$ cat src/sv/assert_macros.svh
// Assertion macros used by the allocator core.
// Depends on a clock named clock and an active-high reset named reset in the user module.
`ifndef ASSERT_MACROS_SVH
`define ASSERT_MACROS_SVH

// A property that must hold at every clock edge outside reset.
`define DSA_ASSERT(label, prop, msg) \
   label: assert property (@(posedge clock) disable iff (reset) prop) \
      else $error(msg);

// An expression that must never be true outside reset.
`define DSA_ASSERT_NEVER(label, expr, msg) \
   label: assert property (@(posedge clock) disable iff (reset) !(expr)) \
      else $error(msg);

`endif

$ cat src/sv/dsa_pkg.sv
// Shared types and constants of the descriptor slot allocator.
// No dependencies; imported by the row unit, the busy-mark memory and the top level.
`default_nettype none

package dsa_pkg;

   // Busy marks are stored and examined one row of sixteen slots at a time.
   localparam int ROW_W    = 16;
   localparam int ROW_BITS = 4;

   // Operation codes carried in the request tuser.
   localparam logic OP_ALLOC   = 1'b0;
   localparam logic OP_RELEASE = 1'b1;

   // Result status codes carried in the response tuser.
   localparam logic [1:0] ST_GRANT  = 2'd0;
   localparam logic [1:0] ST_FREED  = 2'd1;
   localparam logic [1:0] ST_NOROOM = 2'd2;
   localparam logic [1:0] ST_BADREL = 2'd3;

   // Register index of active_slots, taken from byte address bit 2.
   localparam logic CSR_IDX_ACTIVE = 1'b0;

   // Sequencer states.
   typedef enum logic [5:0] {
      S_IDLE   = 6'b000001,
      S_ALLOC  = 6'b000010,
      S_NOROOM = 6'b000100,
      S_REL    = 6'b001000,
      S_RC_RD  = 6'b010000,
      S_RC_ACC = 6'b100000
   } state_type;

   // Outcome of examining one row of busy marks.
   typedef struct packed {
      logic                found;
      logic [ROW_BITS-1:0] bit_idx;
      logic [ROW_W-1:0]    onehot;
      logic [ROW_BITS:0]   busy_cnt;
   } row_res_type;

   // Control of the busy-mark memory for one cycle.
   typedef struct packed {
      logic             rd_en;
      logic             wr_en;
      logic [ROW_W-1:0] wr_data;
   } mem_req_type;

endpackage

`default_nettype wire

$ cat src/sv/dsa_row_unit.sv
// Shared row unit: finds the lowest free live slot in a row and counts its live busy slots.
// Depends on dsa_pkg.
`default_nettype none

module dsa_row_unit
   import dsa_pkg::*;
#(
   parameter int RW = 5
) (
   input  wire logic [ROW_W-1:0] row_data,
   input  wire logic [RW-1:0]    row_idx,
   input  wire logic [8:0]       live_n,
   output row_res_type           res
);

   logic [ROW_W-1:0]    live;
   logic [ROW_W-1:0]    free_bits;
   logic [ROW_BITS-1:0] idx;
   logic [ROW_BITS:0]   cnt;
   logic [RW+ROW_BITS-1:0] slot_num;

   // A slot is live when its number lies below the active size.
   always_comb begin
      for (int j = 0; j < ROW_W; j++) begin
         slot_num = {row_idx, ROW_BITS'(j)};
         live[j] = (32'(slot_num) < 32'(live_n));
      end
   end

   assign free_bits = live & ~row_data;

   // Priority encoder: the lowest free bit wins.
   always_comb begin
      idx = '0;
      for (int j = ROW_W - 1; j >= 0; j--) begin
         if (free_bits[j]) begin
            idx = ROW_BITS'(j);
         end
      end
   end

   // Population count of live busy marks.
   always_comb begin
      cnt = '0;
      for (int j = 0; j < ROW_W; j++) begin
         cnt = cnt + (ROW_BITS + 1)'(live[j] & row_data[j]);
      end
   end

   assign res.found    = |free_bits;
   assign res.bit_idx  = idx;
   assign res.onehot   = (|free_bits) ? (ROW_W'(1) << idx) : '0;
   assign res.busy_cnt = cnt;

endmodule

`default_nettype wire

$ cat src/sv/dsa_busy_mem.sv
// Busy-mark memory: one row of sixteen marks per entry, registered read, row valid bits.
// Depends on dsa_pkg. A row never written since reset reads as all free.
`default_nettype none

module dsa_busy_mem
   import dsa_pkg::*;
#(
   parameter int ROWS = 16,
   parameter int RW   = 4
) (
   input  wire logic             clock,
   input  wire logic             reset,
   input  wire mem_req_type      req,
   input  wire logic [RW-1:0]    wr_addr,
   input  wire logic [RW-1:0]    rd_addr,
   output logic      [ROW_W-1:0] rd_data
);

   logic [ROW_W-1:0] mem [ROWS];
   logic [ROWS-1:0]  valid_ff;
   logic [ROW_W-1:0] rdata_ff;
   logic             rvalid_ff;

   // Row valid bits, cleared together at reset.
   always_ff @(posedge clock) begin
      if (reset) begin
         valid_ff <= '0;
      end else if (req.wr_en) begin
         valid_ff[wr_addr] <= 1'b1;
      end
   end

   // Storage write and registered read.
   always_ff @(posedge clock) begin
      if (req.wr_en) begin
         mem[wr_addr] <= req.wr_data;
      end
      if (req.rd_en) begin
         rdata_ff  <= mem[rd_addr];
         rvalid_ff <= valid_ff[rd_addr];
      end
   end

   assign rd_data = rvalid_ff ? rdata_ff : '0;

endmodule

`default_nettype wire

$ cat src/sv/descriptor_slot_allocator_core.sv
// Descriptor slot allocator: sequencer around a shared row unit and a busy-mark memory.
// Allocate reads row 0 and grants row by row; a release reads its row, then answers; refusals go via S_NOROOM.
// One grant leaves per cycle while the response side takes them; the row scan sets the figure.
// A write to active_slots starts a recount that reads each row and sums its live busy marks in turn.
// Synchronous active-high reset: every slot free, active_slots 256, no response pending.
`default_nettype none

module descriptor_slot_allocator_core
   import dsa_pkg::*;
#(
   parameter int SLOT_COUNT = 256,
   parameter int MAX_BATCH  = 16
) (
   input  wire logic        clock,
   input  wire logic        reset,
   // Request stream
   input  wire logic        req_tvalid,
   output logic             req_tready,
   input  wire logic [15:0] req_tdata,   // [4:0] count, [12:5] slot_index, zero above
   input  wire logic [0:0]  req_tuser,   // [0] op
   // Response stream
   output logic             rsp_tvalid,
   input  wire logic        rsp_tready,
   output logic      [23:0] rsp_tdata,   // [7:0] granted_index, [16:8] free_slots, zero above
   output logic      [1:0]  rsp_tuser,   // [1:0] status
   output logic             rsp_tlast,
   // Register port
   input  wire logic        csr_psel,
   input  wire logic        csr_penable,
   input  wire logic        csr_pwrite,
   input  wire logic [2:0]  csr_paddr,
   input  wire logic [31:0] csr_pwdata,
   output logic      [31:0] csr_prdata,
   output logic             csr_pready
);

   `include "assert_macros.svh"

   localparam int LIVE_MAX   = (SLOT_COUNT < 511) ? SLOT_COUNT : 511;
   localparam int MEM_ROWS   = (LIVE_MAX + ROW_W - 1) / ROW_W;
   localparam int RW         = (MEM_ROWS > 1) ? $clog2(MEM_ROWS) : 1;
   localparam int RESET_FREE = (SLOT_COUNT < 256) ? SLOT_COUNT : 256;

   state_type        state_ff, state_in;
   logic [4:0]       count_ff, count_in;
   logic [7:0]       slot_ff, slot_in;
   logic [RW-1:0]    row_ff, row_in;
   logic [4:0]       grants_ff, grants_in;
   logic [ROW_W-1:0] work_row_ff, work_row_in;
   logic             load_ff, load_in;
   logic [8:0]       free_ff, free_in;
   logic [9:0]       acc_ff, acc_in;
   logic [8:0]       active_ff, active_in;
   logic             rsp_valid_ff, rsp_valid_in;
   logic [1:0]       rsp_status_ff, rsp_status_in;
   logic [7:0]       rsp_index_ff, rsp_index_in;
   logic [8:0]       rsp_free_ff, rsp_free_in;
   logic             rsp_last_ff, rsp_last_in;

   logic             req_accept;
   logic             cfg_wr;
   logic             out_free;
   logic [8:0]       live_n;
   logic [ROW_W-1:0] mem_rdata;
   logic [ROW_W-1:0] cur_row;
   logic [RW-1:0]    rd_addr;
   logic [RW-1:0]    wr_addr;
   mem_req_type      mem_req;
   row_res_type      res;
   logic             emit;
   logic             emit_grant;
   logic [1:0]       emit_status;
   logic [7:0]       emit_index;
   logic [8:0]       emit_free;
   logic             emit_last;
   logic [9:0]       slot_full;
   logic [9:0]       acc_new;
   logic             alloc_bad;
   logic             rel_bad;
   logic             last_row;
   logic [15:0]      grant_wide;

   // Active size is the register clamped to the table.
   assign live_n = (32'(active_ff) > LIVE_MAX) ? 9'(LIVE_MAX) : active_ff;

   assign req_accept = req_tvalid && req_tready;
   assign cfg_wr     = csr_psel && csr_penable && csr_pwrite && csr_pready &&
                       (csr_paddr[2] == CSR_IDX_ACTIVE);
   assign out_free   = !rsp_valid_ff || rsp_tready;
   assign cur_row    = load_ff ? mem_rdata : work_row_ff;
   assign slot_full  = 10'({row_ff, res.bit_idx});
   assign grant_wide = 16'({row_ff, res.bit_idx});
   assign acc_new    = acc_ff + 10'(res.busy_cnt);
   assign last_row   = (32'(row_ff) == MEM_ROWS - 1);

   assign alloc_bad = (req_tdata[4:0] == 5'd0) || (32'(req_tdata[4:0]) > MAX_BATCH) ||
                      ({4'd0, req_tdata[4:0]} > free_ff);
   assign rel_bad   = ({1'b0, slot_ff} >= live_n) ||
                      !cur_row[slot_ff[ROW_BITS-1:0]];

   dsa_busy_mem #(
      .ROWS (MEM_ROWS),
      .RW   (RW)
   ) u_mem (
      .clock   (clock),
      .reset   (reset),
      .req     (mem_req),
      .wr_addr (wr_addr),
      .rd_addr (rd_addr),
      .rd_data (mem_rdata)
   );

   dsa_row_unit #(
      .RW (RW)
   ) u_row (
      .row_data (cur_row),
      .row_idx  (row_ff),
      .live_n   (live_n),
      .res      (res)
   );

   // Sequencer: rows of busy marks are examined one at a time by the shared row unit.
   always_comb begin
      state_in    = state_ff;
      count_in    = count_ff;
      slot_in     = slot_ff;
      row_in      = row_ff;
      grants_in   = grants_ff;
      work_row_in = work_row_ff;
      load_in     = load_ff;
      free_in     = free_ff;
      acc_in      = acc_ff;
      active_in   = active_ff;
      mem_req     = '0;
      rd_addr     = row_ff;
      wr_addr     = row_ff;
      emit        = 1'b0;
      emit_grant  = 1'b0;
      emit_status = ST_NOROOM;
      emit_index  = 8'd0;
      emit_free   = free_ff;
      emit_last   = 1'b1;

      unique case (state_ff)
         S_IDLE: begin
            if (req_accept) begin
               count_in  = req_tdata[4:0];
               slot_in   = req_tdata[12:5];
               grants_in = 5'd0;
               if (req_tuser[0] == OP_RELEASE) begin
                  rd_addr       = RW'(req_tdata[12:5] >> ROW_BITS);
                  row_in        = rd_addr;
                  mem_req.rd_en = 1'b1;
                  load_in       = 1'b1;
                  state_in      = S_REL;
               end else if (alloc_bad) begin
                  state_in = S_NOROOM;
               end else begin
                  rd_addr       = '0;
                  row_in        = '0;
                  mem_req.rd_en = 1'b1;
                  load_in       = 1'b1;
                  state_in      = S_ALLOC;
               end
            end
         end

         S_NOROOM: begin
            if (out_free) begin
               emit     = 1'b1;
               state_in = S_IDLE;
            end
         end

         S_REL: begin
            if (out_free) begin
               emit = 1'b1;
               if (rel_bad) begin
                  emit_status = ST_BADREL;
               end else begin
                  emit_status     = ST_FREED;
                  emit_free       = free_ff + 9'd1;
                  free_in         = free_ff + 9'd1;
                  mem_req.wr_en   = 1'b1;
                  mem_req.wr_data = cur_row & ~(ROW_W'(1) << slot_ff[ROW_BITS-1:0]);
               end
               state_in = S_IDLE;
            end
         end

         S_ALLOC: begin
            if (res.found) begin
               work_row_in = cur_row;
               load_in     = 1'b0;
               if (out_free) begin
                  emit        = 1'b1;
                  emit_grant  = 1'b1;
                  emit_status = ST_GRANT;
                  emit_index  = grant_wide[7:0];
                  emit_free   = free_ff - 9'd1;
                  emit_last   = (5'(grants_ff + 5'd1) == count_ff);
                  free_in     = free_ff - 9'd1;
                  grants_in   = 5'(grants_ff + 5'd1);
                  work_row_in = cur_row | res.onehot;
                  if (emit_last) begin
                     mem_req.wr_en   = 1'b1;
                     mem_req.wr_data = cur_row | res.onehot;
                     state_in        = S_IDLE;
                  end
               end
            end else begin
               // Row exhausted: store it back and fetch the next one.
               mem_req.wr_en   = 1'b1;
               mem_req.wr_data = cur_row;
               rd_addr         = RW'(row_ff + 1'b1);
               row_in          = rd_addr;
               mem_req.rd_en   = 1'b1;
               load_in         = 1'b1;
            end
         end

         S_RC_RD: begin
            mem_req.rd_en = 1'b1;
            load_in       = 1'b1;
            state_in      = S_RC_ACC;
         end

         S_RC_ACC: begin
            if (last_row) begin
               free_in  = live_n - acc_new[8:0];
               state_in = S_IDLE;
            end else begin
               acc_in   = acc_new;
               row_in   = RW'(row_ff + 1'b1);
               state_in = S_RC_RD;
            end
         end

         default: begin
            state_in = S_IDLE;
         end
      endcase

      // A size change restarts the free count over the new active part.
      if (cfg_wr) begin
         active_in = csr_pwdata[8:0];
         row_in    = '0;
         acc_in    = '0;
         state_in  = S_RC_RD;
      end
   end

   // Response register: loaded whenever the previous transaction has gone.
   always_comb begin
      rsp_valid_in  = rsp_valid_ff;
      rsp_status_in = rsp_status_ff;
      rsp_index_in  = rsp_index_ff;
      rsp_free_in   = rsp_free_ff;
      rsp_last_in   = rsp_last_ff;
      if (emit) begin
         rsp_valid_in  = 1'b1;
         rsp_status_in = emit_status;
         rsp_index_in  = emit_index;
         rsp_free_in   = emit_free;
         rsp_last_in   = emit_last;
      end else if (rsp_tready) begin
         rsp_valid_in = 1'b0;
      end
   end

   // Control state.
   always_ff @(posedge clock) begin
      if (reset) begin
         state_ff     <= S_IDLE;
         load_ff      <= 1'b0;
         free_ff      <= 9'(RESET_FREE);
         active_ff    <= 9'd256;
         rsp_valid_ff <= 1'b0;
      end else begin
         state_ff     <= state_in;
         load_ff      <= load_in;
         free_ff      <= free_in;
         active_ff    <= active_in;
         rsp_valid_ff <= rsp_valid_in;
      end
   end

   // Working and payload registers.
   always_ff @(posedge clock) begin
      count_ff      <= count_in;
      slot_ff       <= slot_in;
      row_ff        <= row_in;
      grants_ff     <= grants_in;
      work_row_ff   <= work_row_in;
      acc_ff        <= acc_in;
      rsp_status_ff <= rsp_status_in;
      rsp_index_ff  <= rsp_index_in;
      rsp_free_ff   <= rsp_free_in;
      rsp_last_ff   <= rsp_last_in;
   end

   // Port outputs.
   assign req_tready = (state_ff == S_IDLE) && !cfg_wr;
   assign rsp_tvalid = rsp_valid_ff;
   assign rsp_tdata  = {7'd0, rsp_free_ff, rsp_index_ff};
   assign rsp_tuser  = rsp_status_ff;
   assign rsp_tlast  = rsp_last_ff;
   assign csr_pready = 1'b1;
   assign csr_prdata = (csr_paddr[2] == CSR_IDX_ACTIVE) ? {23'd0, active_ff} : 32'd0;

   // Checks on the sequencer.
   `DSA_ASSERT(a_free_in_range, (state_ff == S_IDLE) |-> (free_ff <= live_n), "free count exceeds active size")
   `DSA_ASSERT(a_grant_live, emit_grant |-> (slot_full < {1'b0, live_n}), "granted slot outside active size")
   `DSA_ASSERT(a_run_open, (state_ff == S_ALLOC) |-> (grants_ff < count_ff), "allocate run overran its count")

endmodule

`default_nettype wire

$ cat config.mk
export PLATFORM = sky130hd
export DESIGN_NAME = descriptor_slot_allocator_core
export DESIGN_NICKNAME = d
export VERILOG_FILES = /design/src/sv/dsa_pkg.sv /design/src/sv/dsa_row_unit.sv /design/src/sv/dsa_busy_mem.sv /design/src/sv/descriptor_slot_allocator_core.sv
export VERILOG_INCLUDE_DIRS = /design/src /design/src/sv
export SDC_FILE = /design/constraint.sdc
export NUM_CORES = 1
export LEC_CHECK = 0
export ABC_AREA = 0
export BUFFER_PORTS_ARGS = -buffer_cell sky130_fd_sc_hd__buf_4
export CELL_PAD_IN_SITES_DETAIL_PLACEMENT = 0
export CELL_PAD_IN_SITES_GLOBAL_PLACEMENT = 2
export CORE_ASPECT_RATIO = 1.4
export CORE_MARGIN = 2
export CORE_UTILIZATION = 44
export CTS_BUF_LIST = sky130_fd_sc_hd__clkbuf_8
export DETAILED_ROUTE_END_ITERATION = 8
export HOLD_SLACK_MARGIN = 0.1
export PLACE_DENSITY_LB_ADDON = 0.12
export SYNTH_ARGS = -nofsm -noshare
export SYNTH_HDL_FRONTEND = slang
export SYNTH_HIERARCHICAL = 1
export SYNTH_SLANG_ARGS = --single-unit
$ cat constraint.sdc
create_clock -name clock -period 8.76 [get_ports clock]
set_clock_uncertainty 0.05 [all_clocks]
set_input_delay 0.876 -clock clock [delete_from_list [all_inputs] [get_ports clock]]
set_output_delay 0.876 -clock clock [all_outputs]
set_load 0.03 [all_outputs]
==> results of run 1 <==
flip-flops by register name (all words and copies together), names as in the netlist, 4 cells and up:
| name | flops |
|---|---|
| grants_ff | 5 |
| rsp_index_ff | 8 |
| acc_ff | 9 |
| work_row_ff | 16 |
| u_mem/valid_ff | 16 |
| row_ff | 4 |
| active_ff | 9 |
| u_mem/mem | 256 |
| u_mem/rdata_ff | 16 |
| slot_ff | 8 |
| state_ff | 6 |
| count_ff | 5 |
| free_ff | 9 |
| rsp_free_ff | 9 |
routing by layer:
layer / routed length (um) / track usage, % / up-vias
met5: 0 / 0 / -
met4: 1970 / 9.56 / 0
met3: 2150 / 3.15 / 98
met2: 26600 / 40.8 / 328
met1: 20400 / 26.9 / 6420
li1: - / - / 5786
area by class of cell:
type	count	area [um^2]
tap	552	691
clock inverter	41	293
timing repair buffer	115	888
clock buffer	62	853
fill	3828	21600
inverter	58	218
multi-input combinational	956	7550
antenna	1	2.50
sequential	382	10900
power groups by stage:
stage,Combinational [W],Sequential [W],Clock (W)
CTS,0.00228,0.00208,0.00152
detailed placement,0.00227,0.00212,0
global placement,0.00226,0.00212,0
finish,0.00223,0.00208,0.00147
floorplan,0.00152,0.00210,0
global route,0.00243,0.00208,0.00159
cell usage in the layout (no fill, tap or decap), drive strengths merged, types with 5 or more instances in the layout:
cell type / n
a211o: 6
a211oi: 23
a21o: 18
a21oi: 64
a22oi: 49
a31oi: 19
and2: 32
and3: 6
buf: 115
clkbuf: 62
clkinv: 20
conb: 31
dfxtp: 55
edfxtp: 327
fa: 12
ha: 40
inv: 74
mux2: 12
mux2i: 9
mux4: 75
nand2: 113
nand2b: 19
nand3: 38
nand3b: 8
nand4b: 5
nor2: 112
nor2b: 20
nor3: 28
nor3b: 6
nor4: 10
o211ai: 6
o21ai: 48
o221ai: 7
o22ai: 5
o31ai: 6
or3: 8
or4: 5
xnor2: 26
xor2: 14
stage by stage:
step | worst slack (ns) | power (W) | instance area [um^2] | util [%]
6_report | 0.676 | 0.00578 | 21400 | 49.8
5_1_grt | 0.0167 | 0.00610 | 21400 | 49.8
4_1_cts | 0.535 | 0.00587 | 21400 | 49.8
3_5_place_dp | 0.584 | 0.00438 | 20300 | 47.1
3_3_place_gp | 0.594 | 0.00437 | 20300 | 47.1
2_1_floorplan | 0.881 | 0.00362 | 19200 | -
kinds of logic (layout without fill, tap and decap cells):
logic type,count (synthesis),count (layout),share of synthesized area (%)
AND/OR/NAND/NOR,435,435,11.5
buffers and inverters,166,276,4.45
flip-flops,382,382,57.1
multiplexers,96,96,10.2
AO/OA/AOI/OAI,302,302,11.0
XOR/XNOR,40,40,1.83
adder cells (fa/ha/maj),52,52,3.87
other,2,32,0.0393
timing repair:
item / in CTS / in global routing
resized for setup: 0 / 1
buffers inserted: 0 / 1
setup endpoints to repair: 0 / 1
critical path: cells and delay by family (launching register included):
kind / cells / cell delay (ns)
adders and majority gates: 9 / 3.42
AOI/OAI and AO/OA: 10 / 1.81
and+or+nand+nor: 5 / 1.23
DFF: 1 / 0.64
xor gates and xnor gates: 2 / 0.45
buffers and inverters: 5 / 0.35
worst max path at each step:
stage,to,slack (ns),cells after the start
2_1_floorplan,free_ff[7],0.88,34
3_3_place_gp,free_ff[7],0.59,32
3_5_place_dp,free_ff[7],0.58,32
4_1_cts,free_ff[7],0.54,32
5_1_grt,free_ff[7],0.02,31
6_report,free_ff[7],0.68,31
==> key figures, run 1 <==
Clock tree
  • Later-pin clock latency in the skew report: 0.65 ns
  • H-tree levels: 2
  • CTS tree: done
  • CTS sink count: 382
  • Total CTS buffers: 58
  • # hold bufs at CTS: 0
  • Root Buffer: clkbuf_8
  • Clock tree buffer depth: 3
  • CTS clock-pin slew for the worst setup and hold paths: 0.07 ns

Global routing
  • Overall routing resource usage: 22.6%
  • Largest net degree at the start of global routing: 69
  • Gr ovfl total: 0
  • Vias in the first global route: 12700
  • Initial antenna violation count: 1
  • First-pass GRT wire length: 77400 um

Power
  • PD cells: 270 nW/um^2
  • Peak VDD IR: 0.216 mV
  • Comb pwr share: 38.6%
  • Clock share of power: 25.5%
  • Sw Share: 37.1%
  • Psw: 0.00214 W
  • Sequential share of power: 35.9%
  • Internal power: 0.00364 W
  • Static leakage: 7.06 nW

Critical path
  • CP arrival: 8.53 ns
  • Crit-path max FO: 16
  • CP max stage delay: 0.64 ns
  • RR Endpoint: free_ff[7]
  • Reg-to-reg critical path startpoint: active_ff[8]
  • Worst reg-to-reg setup slack: 0.68 ns
  • Startpoint Class: flop
  • CP max-delay cell: dfxtp_1
  • R2r worst-path depth: 31
  • CP Class: flop to flop
  • Kind of end point of the critical path: flop
  • Data required, critical path: 9.20 ns
  • CP startpoint: active_ff[8]

Detailed routing
  • Total routed wirelength: 51100 um
  • DRT iter0 DRCs: 972
  • Post-DRT Antenna Nets: 0
  • Vias: 12600
  • Post-route DRC violation count: 0
  • Drt wl/cell: 23.6 um
  • Via-per-instance ratio: 5.83
  • 1st-pass router iterations: 5

Synth
  • Synth top cells by count: 327 x edfxtp_1, 112 x nand2_1, 108 x nor2_1
  • Post-synth EDFFs: 327
  • Yosys warnings: 6
  • Mean Syn Cell Area: 13.0 um^2
  • Commonest register cell after synthesis: edfxtp_1
  • Count leader, synth: edfxtp_1
  • Seq/Total Area, Yosys: 57.1%
  • Synthesized area: 19100 um^2
  • Count of state elements after synthesis: 382
  • Post-synth ARST share: 0%
  • Top post-synthesis cells by area: edfxtp_1 51%, mux4_2 7.7%, dfxtp_1 5.8%
  • Synth area leader: edfxtp_1
  • Syn Inst Count: 1475
  • Yosys top cell area share: 51.3%
  • Yosys cell types: 97

Floorplanning
  • Core area: 43000 um^2
  • Core Rows: 90
  • Height of the die: 251 um
  • Die ar.: 45200 um^2
  • # IOs: 121
  • Starting Density: 44.5%
  • Die W: 180 um

Placed design
  • DP Wirelength: 34800 um
  • Placed insts: 2062
  • I/O Buffers: 61
  • GP Congestion: 0.844

Timing
  • Final period utilization: 92.3%
  • Final setup viols: 0
  • WHS: 0.363 ns
  • Slew Viols, Final: 0
  • Worst-margin pin slew: 1.17 ns
  • Fin. Hold Viols: 0
  • RSZ-0062 raised after global routing: no
  • Setup_tns: 0 ns
  • Worst slew margin: 21.8%
  • Final Critical Period: 8.08 ns
  • Maximum clock rate: 124 MHz

Worst hold path
  • Hold wc startpoint: req_tdata[8]
  • Hold Crit Depth: 1
  • Hold path endpoint: slot_ff[3]
  • Hold Path Class: input port to flop

Status
  • Status: complete, no violations

Layout
  • Layout area overhead: 12.0%
  • NumNets Final: 1682
  • Finished Layout Cells: 2167
  • Layout cells sized above 1: 19.6%

Flow run
  • Max-cap violations: 0
Power figures use the tool's default switching activity.
==> inputs of run 2 (changes only) <==
--- a/config.mk
+++ b/config.mk
@@ -11,7 +11,7 @@
 export CELL_PAD_IN_SITES_DETAIL_PLACEMENT = 0
 export CELL_PAD_IN_SITES_GLOBAL_PLACEMENT = 2
 export CORE_ASPECT_RATIO = 1.4
-export CORE_MARGIN = 2
+export CORE_MARGIN = 8
 export CORE_UTILIZATION = 44
 export CTS_BUF_LIST = sky130_fd_sc_hd__clkbuf_8
 export DETAILED_ROUTE_END_ITERATION = 8
==> run 2 against run 1 <==
Against the previous run: clock-buffer cell count is 2 higher; core utilization decreased by 0.13 points; hold slack lost 0.012 ns; critical endpoint unchanged; register-to-register slack got worse by 0.10 ns; largest power group unchanged; non-clock buffer count increased by 1.
==> key figures, run 2 (synthesis results as in run 1) <==
Clock tree
  • Post-CTS Setup Inserts: 0 (unchanged)
  • CTS clock-pin slew for the worst setup and hold paths: 0.07 ns (about the same)
  • Post-CTS resize count: 0 (unchanged)
  • Clock tree buffer depth: 3 (unchanged)
  • Root Buffer: clkbuf_8
  • Total CTS buffers: 59 (+1.7%)
  • Later-pin clock latency in the skew report: 0.67 ns (+0.02 ns)
  • CTS sink count: 382 (unchanged)
  • CTS tree: done
  • # hold bufs at CTS: 0 (unchanged)
  • H-tree levels: 2 (unchanged)

Floorplanning
  • Die W: 192 um (+6.7%)
  • Core Rows: 90 (unchanged)
  • # IOs: 121 (unchanged)
  • Starting Density: 44.5% (unchanged)
  • Die ar.: 50500 um^2 (+12%)
  • Core area: 43000 um^2 (unchanged)
  • Height of the die: 263 um (+4.8%)

Detailed routing
  • 1st-pass router iterations: 5 (unchanged)
  • DRT iter0 DRCs: 801 (-18%)
  • Drt wl/cell: 24.3 um (+2.9%)
  • Vias: 12500 (-0.81%)
  • Post-route DRC violation count: 0 (unchanged)
  • Total routed wirelength: 52700 um (+3.1%)
  • Via-per-instance ratio: 5.77 (-0.99%)
  • Post-DRT Antenna Nets: 0 (unchanged)

Layout
  • Most flops, register: u_mem/mem
  • Layout cells sized above 1: 19.7% (about the same)
  • Layout area overhead: 11.7%
  • Fill cells: 3834 (+0.16%)
  • Most frequent cells in the layout: 327 x edfxtp_1, 115 x buf_4, 112 x nand2_1
  • Max FFs per register: 256 (unchanged)
  • NumNets Final: 1684 (+0.12%)
  • Commonest non-fill, non-tap cell in the layout: edfxtp_1

Power
  • Peak VDD IR: 0.279 mV (+30%)
  • PD cells: 268 nW/um^2 (-0.52%)
  • Static leakage: 7.05 nW (-0.14%)

Timing
  • Worst-margin pin slew: 1.24 ns (+0.0646 ns)
  • Final Critical Period: 8.19 ns (+0.101 ns)
  • Fin. Hold Viols: 0 (unchanged)
  • Setup_tns: 0 ns (unchanged)
  • Worst slew margin: 17.5% (-4.3 points)
  • Final period utilization: 93.4% (+1.2 points)
  • Maximum clock rate: 122 MHz (-1.2%)
  • Slew Viols, Final: 0 (unchanged)
  • WHS: 0.351 ns (-0.0123 ns)
  • RSZ-0062 raised after global routing: no
  • Final setup viols: 0 (unchanged)

Critical path
  • RR Endpoint: free_ff[7]
  • Crit-path max FO: 16 (unchanged)
  • CP startpoint: active_ff[8]
  • Reg-to-reg critical path startpoint: active_ff[8]
  • CP max-delay cell: dfxtp_1
  • Worst setup endpoint: free_ff[7]
  • R2r worst-path depth: 31 (unchanged)
  • Kind of end point of the critical path: flop
  • Worst reg-to-reg setup slack: 0.57 ns (-0.10 ns)
  • Startpoint Class: flop
  • Data required, critical path: 9.24 ns (+0.04 ns)
  • CP Class: flop to flop
  • CP arrival: 8.67 ns (+0.14 ns)
  • CP max stage delay: 0.67 ns (+0.03 ns)

Worst hold path
  • Hold Path Class: input port to flop

Global routing
  • Initial antenna violation count: 1 (unchanged)
  • Vias in the first global route: 12800 (+0.72%)
  • First-pass GRT wire length: 79400 um (+2.6%)
  • Largest net degree at the start of global routing: 69 (unchanged)
  • Overall routing resource usage: 20.7% (-1.9 points)
  • Gr ovfl total: 0 (unchanged)

Placed design
  • I/O Buffers: 61 (unchanged)
  • DP Wirelength: 35500 um (+2.0%)
  • GP Congestion: 0.845 (+0.12%)

Status
  • Status: complete, no violations

Flow run
  • Max-cap violations: 0 (unchanged)
-- run 2: changes by cell type in the layout (fill, tap and decap cells not counted), moves of 2 or more --
cell,before,now
clkbuf_8,62,64
buf_4,113,115
bufinv_16,4,1
inv_1,72,76
-- run 2: power breakdown --
part	switching, W	internal, W
clock	0.000723	0.000705
combinational	0.00139	0.000839
sequential	0.0000493	0.00203
total	0.00216	0.00357
-- run 2: per-layer routing --
layer / part of all wire [%] / wire [um] / global-route usage, %
met5: 0 / 0 / 0
met3: 4.6 / 2420 / 2.63
met2: 54 / 28300 / 38.1
met1: 39 / 20600 / 24.1
met4: 2.7 / 1430 / 6.93
-- run 2: area by class of cell --
class / instances / area (um^2) / share of cell area [%]
antenna: 1 / 2.50 / 0.0117
inverter: 58 / 218 / 1.02
multi-input combinational: 956 / 7550 / 35.3
sequential: 382 / 10900 / 51.1
tap: 552 / 691 / 3.23
clock buffer: 64 / 881 / 4.12
timing repair buffer: 116 / 883 / 4.13
clock inverter: 42 / 223 / 1.04
-- run 2: worst max-delay path, delay by kind of cell (launching register included) --
kind,cells,cell delay [ns]
AO/OA/AOI/OAI,10,1.81
flip-flops,1,0.67
buffers and inverters,5,0.35
AND/OR/NAND/NOR,5,1.34
adder cells (fa/ha/maj),9,3.40
XOR/XNOR,2,0.44
-- run 2: worst min-delay path by stage --
| stage | depth (start not counted) | endpoint | start | slack (ns) |
|---|---|---|---|---|
| 4_1_cts | 1 | slot_ff[0] | req_tdata[5] | 0.31 |
| 5_1_grt | 1 | slot_ff[0] | req_tdata[5] | 0.33 |
| 2_1_floorplan | 2 | u_mem/valid_ff[13] | u_mem/valid_ff[13] | 0.38 |
| 3_5_place_dp | 2 | u_mem/valid_ff[13] | u_mem/valid_ff[13] | 0.40 |
| 6_report | 1 | slot_ff[0] | req_tdata[5] | 0.35 |
| 3_3_place_gp | 2 | u_mem/valid_ff[3] | u_mem/valid_ff[3] | 0.39 |
-- run 2: through the flow --
stage | area, um^2 | power (W) | utilization (%) | setup WS [ns] | cells
2_1_floorplan | 19200 | 0.00362 | - | 0.881 | 1504
4_1_cts | 21400 | 0.00583 | 49.7 | 0.495 | 2170
6_report | 21400 | 0.00574 | 49.7 | 0.575 | 2171
5_1_grt | 21400 | 0.00605 | 49.7 | 0.0939 | 2171
3_3_place_gp | 20300 | 0.00438 | 47.1 | 0.566 | 2064
3_5_place_dp | 20300 | 0.00438 | 47.1 | 0.540 | 2064
